## config.mk

```make
export PLATFORM = sky130hd
export DESIGN_NAME = md4_hash_engine
export DESIGN_NICKNAME = d
export VERILOG_FILES = /design/src/design/md4_pkg.sv /design/src/design/md4_seq.sv /design/src/design/md4_hash_engine.sv
export VERILOG_INCLUDE_DIRS = /design/src /design/src/design
export SDC_FILE = /design/constraint.sdc
export NUM_CORES = 2
export LEC_CHECK = 0
export BUFFER_PORTS_ARGS = -buffer_cell sky130_fd_sc_hd__clkbuf_2
export CAP_MARGIN = 20
export CORE_MARGIN = 10
export CORE_UTILIZATION = 64
export CTS_CLUSTER_DIAMETER = 40
export DETAILED_ROUTE_END_ITERATION = 8
export PLACE_DENSITY = 0.84
export SLEW_MARGIN = 40
export SYNTH_ARGS = -nofsm -noshare
export SYNTH_HDL_FRONTEND = slang
export SYNTH_SLANG_ARGS = --single-unit
```

## constraint.sdc

```tcl
create_clock -name clk -period 7.45 [get_ports clk]
set_clock_uncertainty 0.15 [all_clocks]
set_input_delay 1.1175 -clock clk [delete_from_list [all_inputs] [get_ports clk]]
set_output_delay 1.1175 -clock clk [all_outputs]
set_load 0.02 [all_outputs]
```

## src/design/md4_hash_engine_macros.svh

```systemverilog
`ifndef MD4_HASH_ENGINE_MACROS_SVH
`define MD4_HASH_ENGINE_MACROS_SVH

`ifndef SYNTH
`define MD4_ASSERT_IMPL(name, ante, cons, msg) \
    name: assert property (@(posedge clk) disable iff (!rst_n) (ante) |-> (cons)) \
        else $error(msg);
`define MD4_ASSERT_NEXT(name, ante, cons, msg) \
    name: assert property (@(posedge clk) disable iff (!rst_n) (ante) |=> (cons)) \
        else $error(msg);
`else
`define MD4_ASSERT_IMPL(name, ante, cons, msg)
`define MD4_ASSERT_NEXT(name, ante, cons, msg)
`endif

`endif

```

## src/design/md4_pkg.sv

```systemverilog
package md4_pkg;

    localparam int CNT_W = 61;
    localparam int PC_W  = 4;

    localparam logic [31:0] MD4_IV [4] = '{
        32'h67452301, 32'hEFCDAB89, 32'h98BADCFE, 32'h10325476
    };
    localparam logic [31:0] MD4_K2 = 32'h5A827999;
    localparam logic [31:0] MD4_K3 = 32'h6ED9EBA1;
    localparam logic [7:0]  PAD_BYTE = 8'h80;
    localparam logic [5:0]  LEN_POS = 6'd56;
    localparam logic [5:0]  LAST_POS = 6'd63;
    localparam logic [5:0]  LAST_ROUND = 6'd47;
    localparam logic [3:0]  LEN_LO_WORD = 4'd14;
    localparam logic [3:0]  LEN_HI_WORD = 4'd15;

    typedef enum logic [3:0] {
        OP_IDLE, OP_NONE, OP_LOAD, OP_ROUND, OP_ADD, OP_PADB,
        OP_ZERO, OP_WCLR, OP_LEN_LO, OP_LEN_HI, OP_EMIT, OP_INIT
    } op_t;

    typedef enum logic [2:0] {
        NX_NEXT, NX_JUMP, NX_BRANCH, NX_STAY, NX_CALL, NX_RET, NX_DISPATCH
    } nx_t;

    typedef enum logic [2:0] {
        C_ALWAYS, C_ROUND_MORE, C_WORD_MORE, C_NO_END, C_POS_LOW, C_EMIT_MORE
    } cond_t;

    typedef struct packed {
        op_t             op;
        nx_t             nx;
        cond_t           cond;
        logic [PC_W-1:0] target;
    } ucode_t;

    typedef struct packed {
        logic accept;
        logic byte_in;
        logic end_in;
        logic pos_last;
        logic end_pend;
        logic pos_low;
        logic round_more;
        logic word_more;
        logic emit_more;
    } md4_status_t;

    localparam logic [PC_W-1:0] A_IDLE  = 4'd0;
    localparam logic [PC_W-1:0] A_LOAD  = 4'd1;
    localparam logic [PC_W-1:0] A_ROUND = 4'd2;
    localparam logic [PC_W-1:0] A_ADD   = 4'd3;
    localparam logic [PC_W-1:0] A_AFTER = 4'd4;
    localparam logic [PC_W-1:0] A_PADB  = 4'd5;
    localparam logic [PC_W-1:0] A_PADZ  = 4'd6;
    localparam logic [PC_W-1:0] A_CHECK = 4'd7;
    localparam logic [PC_W-1:0] A_EXTRA = 4'd8;
    localparam logic [PC_W-1:0] A_CLEAR = 4'd9;
    localparam logic [PC_W-1:0] A_LENLO = 4'd10;
    localparam logic [PC_W-1:0] A_LENHI = 4'd11;
    localparam logic [PC_W-1:0] A_EMIT  = 4'd12;
    localparam logic [PC_W-1:0] A_INIT  = 4'd13;

    // Each control word names the datapath operation and how the step counter moves.
    function automatic ucode_t ucode_rom(input logic [PC_W-1:0] addr);
        ucode_t w;
        unique case (addr)
            A_IDLE:  w = '{OP_IDLE,   NX_DISPATCH, C_ALWAYS,     A_AFTER};
            A_LOAD:  w = '{OP_LOAD,   NX_NEXT,     C_ALWAYS,     A_IDLE};
            A_ROUND: w = '{OP_ROUND,  NX_STAY,     C_ROUND_MORE, A_IDLE};
            A_ADD:   w = '{OP_ADD,    NX_RET,      C_ALWAYS,     A_IDLE};
            A_AFTER: w = '{OP_NONE,   NX_BRANCH,   C_NO_END,     A_IDLE};
            A_PADB:  w = '{OP_PADB,   NX_NEXT,     C_ALWAYS,     A_IDLE};
            A_PADZ:  w = '{OP_ZERO,   NX_STAY,     C_WORD_MORE,  A_IDLE};
            A_CHECK: w = '{OP_NONE,   NX_BRANCH,   C_POS_LOW,    A_LENLO};
            A_EXTRA: w = '{OP_WCLR,   NX_CALL,     C_ALWAYS,     A_CLEAR};
            A_CLEAR: w = '{OP_ZERO,   NX_STAY,     C_WORD_MORE,  A_IDLE};
            A_LENLO: w = '{OP_LEN_LO, NX_NEXT,     C_ALWAYS,     A_IDLE};
            A_LENHI: w = '{OP_LEN_HI, NX_CALL,     C_ALWAYS,     A_EMIT};
            A_EMIT:  w = '{OP_EMIT,   NX_STAY,     C_EMIT_MORE,  A_IDLE};
            A_INIT:  w = '{OP_INIT,   NX_JUMP,     C_ALWAYS,     A_IDLE};
            default: w = '{OP_NONE,   NX_JUMP,     C_ALWAYS,     A_IDLE};
        endcase
        return w;
    endfunction

    function automatic logic [3:0] msg_index(input logic [5:0] r);
        logic [3:0] idx;
        unique case (r[5:4])
            2'd0:    idx = r[3:0];
            2'd1:    idx = {r[1:0], r[3:2]};
            default: idx = {r[0], r[1], r[2], r[3]};
        endcase
        return idx;
    endfunction

    function automatic logic [4:0] rot_amount(input logic [5:0] r);
        logic [4:0] s;
        unique case ({r[5:4], r[1:0]})
            4'h0: s = 5'd3;
            4'h1: s = 5'd7;
            4'h2: s = 5'd11;
            4'h3: s = 5'd19;
            4'h4: s = 5'd3;
            4'h5: s = 5'd5;
            4'h6: s = 5'd9;
            4'h7: s = 5'd13;
            4'h8: s = 5'd3;
            4'h9: s = 5'd9;
            4'hA: s = 5'd11;
            4'hB: s = 5'd15;
            default: s = 5'd0;
        endcase
        return s;
    endfunction

endpackage

```

## src/design/md4_seq.sv

```systemverilog
module md4_seq (
    input  logic                 clk,
    input  logic                 rst_n,
    input  md4_pkg::md4_status_t status,
    output md4_pkg::op_t         op
);
    import md4_pkg::*;

    logic [PC_W-1:0] pc_reg, pc_next;
    logic [PC_W-1:0] ret_reg, ret_next;
    ucode_t          cw;
    logic            cond_true;

    assign cw = ucode_rom(pc_reg);
    assign op = cw.op;

    always_comb
    begin
        unique case (cw.cond)
            C_ALWAYS:     cond_true = 1'b1;
            C_ROUND_MORE: cond_true = status.round_more;
            C_WORD_MORE:  cond_true = status.word_more;
            C_NO_END:     cond_true = !status.end_pend;
            C_POS_LOW:    cond_true = status.pos_low;
            C_EMIT_MORE:  cond_true = status.emit_more;
            default:      cond_true = 1'b0;
        endcase
    end

    always_comb
    begin
        pc_next  = pc_reg;
        ret_next = ret_reg;
        unique case (cw.nx)
            NX_NEXT:   pc_next = pc_reg + 1'b1;
            NX_JUMP:   pc_next = cw.target;
            NX_BRANCH: pc_next = cond_true ? cw.target : pc_reg + 1'b1;
            NX_STAY:   pc_next = cond_true ? pc_reg : pc_reg + 1'b1;
            NX_CALL:
            begin
                pc_next  = A_LOAD;
                ret_next = cw.target;
            end
            NX_RET:    pc_next = ret_reg;
            NX_DISPATCH:
            begin
                if (status.accept && status.byte_in && status.pos_last)
                begin
                    pc_next  = A_LOAD;
                    ret_next = cw.target;
                end
                else if (status.accept && status.end_in)
                begin
                    pc_next = A_PADB;
                end
            end
            default:   pc_next = A_IDLE;
        endcase
    end

    always_ff @(posedge clk or negedge rst_n)
    begin
        if (!rst_n)
        begin
            pc_reg  <= A_IDLE;
            ret_reg <= A_IDLE;
        end
        else
        begin
            pc_reg  <= pc_next;
            ret_reg <= ret_next;
        end
    end

endmodule

```

## src/design/md4_hash_engine.sv

```systemverilog
// MD4 digest engine for a byte stream.
// The input stream carries one request per cycle at most: tdata holds a message byte,
// tuser says whether that byte is present, and tlast closes the message.
// The output stream returns the four digest words, word_index in tuser, tlast on word 3.
// A byte that neither completes a 64-byte block nor closes the message leaves the engine idle.
// The byte that completes a block holds tready low while the single round unit runs
// the 48 rounds, one per cycle, and adds into the chaining words.
// Closing a message takes the padding sweep, one or two compressions with a block
// clear between them, and the hand-out of the four digest words, plus one more
// compression before the padding when the closing request also completes a block.
// The output words sit in a register stage; while the receiver stalls, the engine
// waits with the next word and accepts no input until the last word is loaded.
// Reset restores the MD4 initial chaining values and clears the byte count;
// the engine comes out of reset in its idle state, ready for input.
`include "md4_hash_engine_macros.svh"

module md4_hash_engine (
    input  logic        clk,
    input  logic        rst_n,
    input  logic        s_axis_tvalid,
    output logic        s_axis_tready,
    input  logic [7:0]  s_axis_tdata,   // data_byte
    input  logic [0:0]  s_axis_tuser,   // byte_present
    input  logic        s_axis_tlast,
    output logic        m_axis_tvalid,
    input  logic        m_axis_tready,
    output logic [31:0] m_axis_tdata,   // digest_word
    output logic [1:0]  m_axis_tuser,   // word_index
    output logic        m_axis_tlast
);
    import md4_pkg::*;

    op_t               op;
    md4_status_t       status;

    logic [31:0]       chain_reg [4];
    logic [31:0]       chain_next [4];
    logic [31:0]       blk_reg [16];
    logic [31:0]       a_reg, b_reg, c_reg, d_reg;
    logic [31:0]       a_next, b_next, c_next, d_next;
    logic [CNT_W-1:0]  cnt_reg, cnt_next;
    logic [5:0]        round_reg, round_next;
    logic [4:0]        wcnt_reg, wcnt_next;
    logic              end_pend_reg, end_pend_next;
    logic [1:0]        oidx_reg, oidx_next;
    logic              out_valid_reg, out_valid_next;
    logic [31:0]       word_reg, word_next;
    logic [1:0]        idx_reg, idx_next;
    logic              last_reg, last_next;

    logic              in_acc;
    logic              emit_load;
    logic [3:0]        pos_word;
    logic [1:0]        lane;
    logic [31:0]       f_val;
    logic [31:0]       round_sum;
    logic [63:0]       rot_wide;
    logic [31:0]       rot_val;

    logic              wr_en;
    logic [3:0]        wr_addr;
    logic [31:0]       wr_data;
    logic [3:0]        wr_mask;

    md4_seq u_seq (
        .clk    (clk),
        .rst_n  (rst_n),
        .status (status),
        .op     (op)
    );

    assign s_axis_tready = (op == OP_IDLE);
    assign in_acc        = s_axis_tvalid && s_axis_tready;
    assign emit_load     = (op == OP_EMIT) && (!out_valid_reg || m_axis_tready);
    assign pos_word      = cnt_reg[5:2];
    assign lane          = cnt_reg[1:0];

    assign m_axis_tvalid = out_valid_reg;
    assign m_axis_tdata  = word_reg;
    assign m_axis_tuser  = idx_reg;
    assign m_axis_tlast  = last_reg;

    always_comb
    begin
        status.accept     = in_acc;
        status.byte_in    = s_axis_tuser[0];
        status.end_in     = s_axis_tlast;
        status.pos_last   = (cnt_reg[5:0] == LAST_POS);
        status.end_pend   = end_pend_reg;
        status.pos_low    = (cnt_reg[5:0] < LEN_POS);
        status.round_more = (round_reg != LAST_ROUND);
        status.word_more  = (wcnt_reg < 5'd15);
        status.emit_more  = !(emit_load && (oidx_reg == 2'd3));
    end

    always_comb
    begin
        unique case (round_reg[5:4])
            2'd0:    f_val = (b_reg & c_reg) | (~b_reg & d_reg);
            2'd1:    f_val = ((b_reg & c_reg) | (b_reg & d_reg) | (c_reg & d_reg)) + MD4_K2;
            default: f_val = (b_reg ^ c_reg ^ d_reg) + MD4_K3;
        endcase
        round_sum = a_reg + f_val + blk_reg[msg_index(round_reg)];
        rot_wide  = {round_sum, round_sum} << rot_amount(round_reg);
        rot_val   = rot_wide[63:32];
    end

    always_comb
    begin
        wr_en   = 1'b0;
        wr_addr = pos_word;
        wr_data = '0;
        wr_mask = '0;
        unique case (op)
            OP_IDLE:
            begin
                wr_en   = in_acc && s_axis_tuser[0];
                wr_data = {4{s_axis_tdata}};
                wr_mask = 4'b0001 << lane;
            end
            OP_PADB:
            begin
                wr_en   = 1'b1;
                wr_data = {24'd0, PAD_BYTE} << {lane, 3'b000};
                wr_mask = 4'b1111 << lane;
            end
            OP_ZERO:
            begin
                wr_en   = !wcnt_reg[4];
                wr_addr = wcnt_reg[3:0];
                wr_mask = 4'b1111;
            end
            OP_LEN_LO:
            begin
                wr_en   = 1'b1;
                wr_addr = LEN_LO_WORD;
                wr_data = {cnt_reg[28:0], 3'b000};
                wr_mask = 4'b1111;
            end
            OP_LEN_HI:
            begin
                wr_en   = 1'b1;
                wr_addr = LEN_HI_WORD;
                wr_data = cnt_reg[60:29];
                wr_mask = 4'b1111;
            end
            default:
            begin
                wr_en = 1'b0;
            end
        endcase
    end

    always_ff @(posedge clk)
    begin
        if (wr_en)
        begin
            for (int l = 0; l < 4; l++)
            begin
                if (wr_mask[l])
                begin
                    blk_reg[wr_addr][8*l +: 8] <= wr_data[8*l +: 8];
                end
            end
        end
    end

    always_comb
    begin
        chain_next     = chain_reg;
        a_next         = a_reg;
        b_next         = b_reg;
        c_next         = c_reg;
        d_next         = d_reg;
        cnt_next       = cnt_reg;
        round_next     = round_reg;
        wcnt_next      = wcnt_reg;
        end_pend_next  = end_pend_reg;
        oidx_next      = oidx_reg;
        out_valid_next = out_valid_reg && !m_axis_tready;
        word_next      = word_reg;
        idx_next       = idx_reg;
        last_next      = last_reg;
        unique case (op)
            OP_IDLE:
            begin
                if (in_acc)
                begin
                    end_pend_next = s_axis_tlast;
                    if (s_axis_tuser[0])
                    begin
                        cnt_next = cnt_reg + 1'b1;
                    end
                end
            end
            OP_LOAD:
            begin
                a_next     = chain_reg[0];
                b_next     = chain_reg[1];
                c_next     = chain_reg[2];
                d_next     = chain_reg[3];
                round_next = '0;
            end
            OP_ROUND:
            begin
                a_next     = d_reg;
                b_next     = rot_val;
                c_next     = b_reg;
                d_next     = c_reg;
                round_next = round_reg + 1'b1;
            end
            OP_ADD:
            begin
                chain_next[0] = chain_reg[0] + a_reg;
                chain_next[1] = chain_reg[1] + b_reg;
                chain_next[2] = chain_reg[2] + c_reg;
                chain_next[3] = chain_reg[3] + d_reg;
            end
            OP_PADB:
            begin
                wcnt_next = {1'b0, pos_word} + 5'd1;
            end
            OP_ZERO:
            begin
                if (!wcnt_reg[4])
                begin
                    wcnt_next = wcnt_reg + 5'd1;
                end
            end
            OP_WCLR:
            begin
                wcnt_next = '0;
            end
            OP_EMIT:
            begin
                if (emit_load)
                begin
                    out_valid_next = 1'b1;
                    word_next      = chain_reg[oidx_reg];
                    idx_next       = oidx_reg;
                    last_next      = (oidx_reg == 2'd3);
                    oidx_next      = oidx_reg + 2'd1;
                end
            end
            OP_INIT:
            begin
                chain_next    = MD4_IV;
                cnt_next      = '0;
                end_pend_next = 1'b0;
            end
            default:
            begin
                cnt_next = cnt_reg;
            end
        endcase
    end

    always_ff @(posedge clk or negedge rst_n)
    begin
        if (!rst_n)
        begin
            chain_reg     <= MD4_IV;
            cnt_reg       <= '0;
            round_reg     <= '0;
            wcnt_reg      <= '0;
            end_pend_reg  <= 1'b0;
            oidx_reg      <= '0;
            out_valid_reg <= 1'b0;
        end
        else
        begin
            chain_reg     <= chain_next;
            cnt_reg       <= cnt_next;
            round_reg     <= round_next;
            wcnt_reg      <= wcnt_next;
            end_pend_reg  <= end_pend_next;
            oidx_reg      <= oidx_next;
            out_valid_reg <= out_valid_next;
        end
    end

    always_ff @(posedge clk)
    begin
        a_reg    <= a_next;
        b_reg    <= b_next;
        c_reg    <= c_next;
        d_reg    <= d_next;
        word_reg <= word_next;
        idx_reg  <= idx_next;
        last_reg <= last_next;
    end

    `MD4_ASSERT_NEXT(a_round_to_add, op == OP_ROUND && round_reg == LAST_ROUND, op == OP_ADD, "compression did not finish after the last round")
    `MD4_ASSERT_NEXT(a_emit_to_init, emit_load && oidx_reg == 2'd3, op == OP_INIT, "engine did not reinitialize after the last digest word")
    `MD4_ASSERT_IMPL(a_wcnt_range, 1'b1, wcnt_reg <= 5'd16, "padding word counter out of range")
    `MD4_ASSERT_IMPL(a_last_tag, m_axis_tvalid, m_axis_tlast == (m_axis_tuser == 2'd3), "last flag does not match word index")

endmodule
```

Word level (Yosys, flattened, before mapping)
Memory sizes are Yosys's and may differ from the RTL's.
Cells that the tools add are included.
{ "totals": {"reg_bits": 375, "ramBits": 512, "romBits": 304, "elab_cells": 160, "n_memories": 3} }
{ "classes": {"addsub": 14, "magnitude_cmp": 3, "n_eq_ne": 31, "shifts": 4, "muxes": 44, "bitwise_logic": 11, "n_reduce_logical": 30} }
{ "mem_list": {"columns": ["name", "depth", "width", "read_ports", "rd_clocked_by_memory_dff", "wr", "line", "rtl"], "rows": [
  ["blk_reg", 16, 32, 1, 0, 1, "md4_hash_engine.sv:38", "logic [31:0] blk_reg [16];"],
  ["(no name shown)", 16, 14, 1, 0, 0, "md4_pkg.sv:68", "unique case (addr)"],
  ["(no name shown)", 16, 5, 1, 0, 0, "md4_pkg.sv:100", "unique case ({r[5:4], r[1:0]})"]
]} }
{ "op_table": {"columns": ["operator", "n"], "rows": [
  ["$pmux 32 s2", 5],
  ["$pmux 128 s2", 1],
  ["$add 32x32->32", 6],
  ["$and 32x32->32", 4],
  ["$pmux 32 s4", 1],
  ["$mux 61", 2],
  ["$pmux 61 s2", 1],
  ["$or 32x32->32", 3],
  ["$add 32x31->32 const B", 2],
  ["$bmux 32 s2", 1],
  ["$mux 32", 2],
  ["$shl 64x5->64", 1],
  ["$xor 32x32->32", 2],
  ["$add 61x1->61 const B", 1],
  ["$not 32->32", 1],
  ["$shl 8x5->32 const A", 1],
  ["$pmux 4 s7", 1],
  ["$pmux 4 s3", 2],
  ["$mux 4", 5],
  ["$eq 4x3->1 const B", 4],
  ["$eq 4x4->1 const B", 4],
  ["$pmux 4 s2", 2],
  ["$eq 3x3->1 const B", 5],
  ["$mux 1", 15],
  ["other kinds (38)", 65]
]} }

Longest topological paths before layout
{ "depth": {"word_depth": 9, "depth_mapped": 28} }

Hierarchy
A second synthesis with hierarchy kept.
{ "hier_totals": {"hier_cells": 4438, "area_unflattened_um2": 50547.2} }
{ "by_module_without_submodules": {"columns": ["mod", "instances", "cells_each", "area_per_inst_um2", "seq_area_each_um2"], "rows": [
  ["md4_hash_engine", 1, 4308, 49485.0, 25454.4],
  ["md4_seq", 1, 130, 1062.3, 200.2]
]} }

Worst setup path before layout
No wires, ideal clock.
{ "synth_timing": {"path_type": "flip-flop to flip-flop", "from": "reg round_reg[0]", "to": "reg b_reg[17], data pin", "setup_time_ns": 0.258, "t_arrival_ns": 6.176, "required_time_ns": 7.042, "setup_slack_ns": 0.866, "path_stages_with_launch": 28, "path_buffers": 4, "path_cell_list": "dfrtp_1 > buf_2 > mux2i_1 > nor2_1 > a21oi_1 > buf_2 > buf_1 > buf_1 > mux4_2 > mux2i_1 > nor2_1 > a21oi_1 > fa_1 > inv_1 > ha_1 > inv_1 > fa_1 > nand2b_1 > a21oi_1 > o41a_1 > a41oi_2 > o21ai_2 > o22ai_2 > xnor2_1 > a221o_1 > a21bo_1 > a2111o_1 > o221a_2"} }
{ "synth_via": {"elab_chain_len": 5, "elab_cells_between_ends": 6, "classes_between": "1 x add/sub; 1 x shift; 2 x mux; 2 x memory"} }
{ "synth_rtl": {"columns": ["element", "line", "rtl"], "rows": [
  ["start: declaration", "md4_hash_engine.sv:42", "logic [5:0] round_reg, round_next;"],
  ["start signal: assignment", "md4_hash_engine.sv:274", "round_reg <= round_next;"],
  ["$pmux 4 s2", "md4_pkg.sv:90", "unique case (r[5:4])"],
  ["$mem_v2 16x32", null, null],
  ["$add 32x32->32", "md4_hash_engine.sv:103", "round_sum = a_reg + f_val + blk_reg[msg_index(round_reg)];"],
  ["$shl 64x5->64 (*)", "md4_hash_engine.sv:104", "rot_wide = {round_sum, round_sum} << rot_amount(round_reg);"],
  ["$pmux 32 s2 (*)", "md4_hash_engine.sv:184", "unique case (op)"],
  ["named net b_next[17]", "md4_hash_engine.sv:40", "logic [31:0] a_next, b_next, c_next, d_next;"],
  ["end signal: assignment", "md4_hash_engine.sv:285", "b_reg <= b_next;"],
  ["end: declaration", "md4_hash_engine.sv:39", "logic [31:0] a_reg, b_reg, c_reg, d_reg;"]
]} }
Mark *: on every way through the listed nets, which the timed path passes. The rest lies on a longest branch.
A chain may end at the register's enable or synchronous reset.

Final worst setup path
{ "layout_timing": {"from": "reg b_reg[0]", "to": "reg b_reg[7], data pin"} }
{ "layout_via": {"elab_chain_len": 9, "elab_cells_between_ends": 16, "classes_between": "4 x add/sub; 1 x shift; 2 x mux; 9 x bitwise"} }
{ "layout_rtl": {"columns": ["element", "line", "rtl"], "rows": [
  ["$and 32x32->32, on equally long branches", "md4_hash_engine.sv:99, md4_hash_engine.sv:100", null],
  ["$or 32x32->32 (2 in a row)", "md4_hash_engine.sv:100", "2'd1: f_val = ((b_reg & c_reg) | (b_reg & d_reg) | (c_reg & d_reg)) + MD4_K2;"],
  ["$add 32x31->32", "md4_hash_engine.sv:100", null],
  ["$pmux 32 s2 (*)", "md4_hash_engine.sv:98", "unique case (round_reg[5:4])"],
  ["$add 32x32->32 (*) (2 in a row)", "md4_hash_engine.sv:103", null],
  ["$shl 64x5->64 (*)", "md4_hash_engine.sv:104", null],
  ["$pmux 32 s2 (*)", "md4_hash_engine.sv:184", null],
  ["named net b_next[7]", "md4_hash_engine.sv:40", null]
]} }
Marked as above.

==> results.yml <==
run_status:
  status: "finished clean"
synthesis:
  synth_edf_count: 675
  synth.area.top_cells: "edfxtp_1, dfrtp_1, mux4_2"
  yosys_warnings: 0
  synthDistinctLibCells: 101
  syn-num-nets: 4690
  synth_top_area_share_pct: 40.3
  syn-cell-area_sq_um: 50300
  synth_largest_area_cell: "edfxtp_1"
  synth_ff_type: "edfxtp_1"
  ys_ff_latch: 887
  syn_avg_cell_area_sq_um: 11.4
  async_reset_ff_share_pct: 23.9
  ys_seq_area_share_pct: 51.0
  synthesis.instances: 4432
routing:
  drcViolationCount: 0
  wl_per_cell_um: 26.4
  vias_per_cell: 6.82
  drt_iter0_markers: 4856
  drt_first_pass_iters: 6
  drt-total-wl_um: 149000
  route.vias.total: 38400
  ant_nets: 0
worst_setup_path:
  cp-endpoint: "b_reg[7]$_DFFE_PP_"
  cpPeakStageDelay_ns: 0.54
  worstSetupStartpoint: "b_reg[0]$_DFFE_PP_"
  r2r_start: "b_reg[0]$_DFFE_PP_"
  reg2reg_to: "b_reg[7]$_DFFE_PP_"
  worst_ep_arrival_time_ns: 7.49
  path_depth: 26
  start_kind: "register"
  crit_family: "compound AO/OA/AOI/OAI gates"
  path_class: "register to register"
  r2r_slack_ns: 0.25
  crit_path_top_delay_cell: "fa_1"
  required_ns: 7.74
  worst_r2r_path_depth: 26
  path_max_fanout: 5
  critPathBufInv: 3
  worst_setup_path_end_kind: "register"
global_route:
  grt_first_pass_wirelength_um: 227000
  grt_busiest_layer: "met2"
  use_met1_pct: 41.3
  grtUsageMet3_pct: 6.40
  grtUsageMet2_pct: 52.9
  grt_use_total_pct: 32.6
  grt_pass1_vias: 38200
  grt_start_max_net_pins: 110
  overflow: 0
  antenna_found_initial: 0
sta:
  slew_viol_final: 0
  worst_pin_slew_ns: 0.882
  final.setup.tns_ns: 0
  period_share_pct: 96.6
  relSlewSlack_pct: 41.0
  hold_viol_final: 0
  fmax_ghz: 0.139
  rsz0062_at_grt: "false"
  whs_ns: 0.121
  fin_crit_ns: 7.20
  setup_viol: 0
layout:
  finish.utilization_pct: 72.4
  largest_reg_flops: 512
  final_nets: 4738
  drive_gt1_share_pct: 16.0
  areaGrowthSynthToFinish_pct: 11.8
clock_tree:
  clock-root-buffer: "clkbuf_16"
  cts.clk_slew.worst_paths_ns: 0.06
  cts_buffers: 119
  ctsHtreeMaxLevel: 3
  clk_path_buf_depth: 3
  worstSkewPairLatency_ns: 0.75
  cts_sinks: 887
  cts_tree: "done"
die:
  die_w_um: 300
  core_sq_um: 77700
  dieArea_sq_um: 90200
  pin_count: 51
  num_rows: 102
  initial_core_util_pct: 64.7
  fp.dieH_um: 300
placement:
  finalWeightedCongestion: 0.982
  port-buffer-count: 50
  dp_hpwl_um: 98500
hold_path:
  hold_class: "primary input to async pin"
job:
  maxCapViolations: 0
==> routing by layer <==
layer  vias to the layer above  wire length (um)
met5                         -                 0
met4                         0              9200
met3                       612             14200
met2                      2553             71100
met1                     18600             54200
li1                      16600                 -
==> repair_timing <==
action                                  in CTS  in global routing
buffers inserted                             0                  6
endpoints found under the setup margin       0                 24
hold buffers                                 0                  0
gates resized for setup                      0                  6
==> worst min-delay path by stage <==
stage,from,end,slack [ns],cells after the start
3_5_place_dp,u_seq.ret_reg[1]$_DFFE_PN0P_,u_seq.ret_reg[1]$_DFFE_PN0P_,0.35,2
2_1_floorplan,oidx_reg[1]$_DFFE_PN0P_,m_axis_tuser[1]$_DFFE_PP_,0.30,0
4_1_cts,rst_n,u_seq.ret_reg[1]$_DFFE_PN0P_,0.11,1
5_1_grt,rst_n,u_seq.ret_reg[1]$_DFFE_PN0P_,0.12,1
6_report,rst_n,u_seq.ret_reg[1]$_DFFE_PN0P_,0.12,1
3_3_place_gp,u_seq.ret_reg[1]$_DFFE_PN0P_,u_seq.ret_reg[1]$_DFFE_PN0P_,0.32,2
==> cells in the mapped netlist (all sizes together) (64+ instances only) <==
cell type    n
o21ai      256
fa          68
edfxtp     675
inv        193
a211oi      78
mux2i       77
clkbuf     151
xor2       113
nor2       358
a21oi      291
nand2      581
ha         176
dfrtp      148
nand3       83
xnor2      107
mux4       156
dfstp       64
==> per-stage QoR <==
stage | cell area [sq um] | worst slack, ns | instances
finish | 56300 | 0.254 | 5628
global route | 56300 | 0.0148 | 5627
CTS | 56000 | 0.122 | 5619
detailed placement | 51900 | 0.184 | 5391
global placement | 51700 | 0.284 | 5385
floorplan | 50300 | 0.866 | 4432
==> cells by family (layout without fill, tap and decap cells) <==
logic type,after synthesis,in the layout,synth area share [%]
buf+inv,396,551,3.02
simple gates,1367,1367,12.2
xor+xnor,221,221,3.87
flops,887,887,51.0
mux,277,277,9.50
other cells,0,1,0
fa+ha+maj,244,244,7.08
compound gates,1040,1040,13.3
==> layout by cell type, fill, tap and decap left out, types with 68 or more instances in the layout <==
cell type and n:
inv_1 191, xnor2_1 107, clkbuf_16 122, xor2_1 113, mux4_2 156, mux2i_1 76
nor2_1 303, a21oi_1 286, fa_1 68, edfxtp_1 675, a211oi_1 76, o21ai_0 232
nand3_1 81, ha_1 176, nand2_1 577, dfrtp_1 144
==> area by class of cell <==
class | instances | area [sq um]
repair buffers | 129 | 997
clock buffers | 146 | 3160
fillers | 4953 | 21500
flip-flops and latches | 887 | 25700
multi-input cells | 3149 | 23400
diodes | 1 | 2.50
well taps | 1040 | 1300
clock inverters | 82 | 956
inverters | 194 | 738
Power is not shown: default switching activity piles up to over one toggle a cycle in this logic, so the estimate is an artifact.
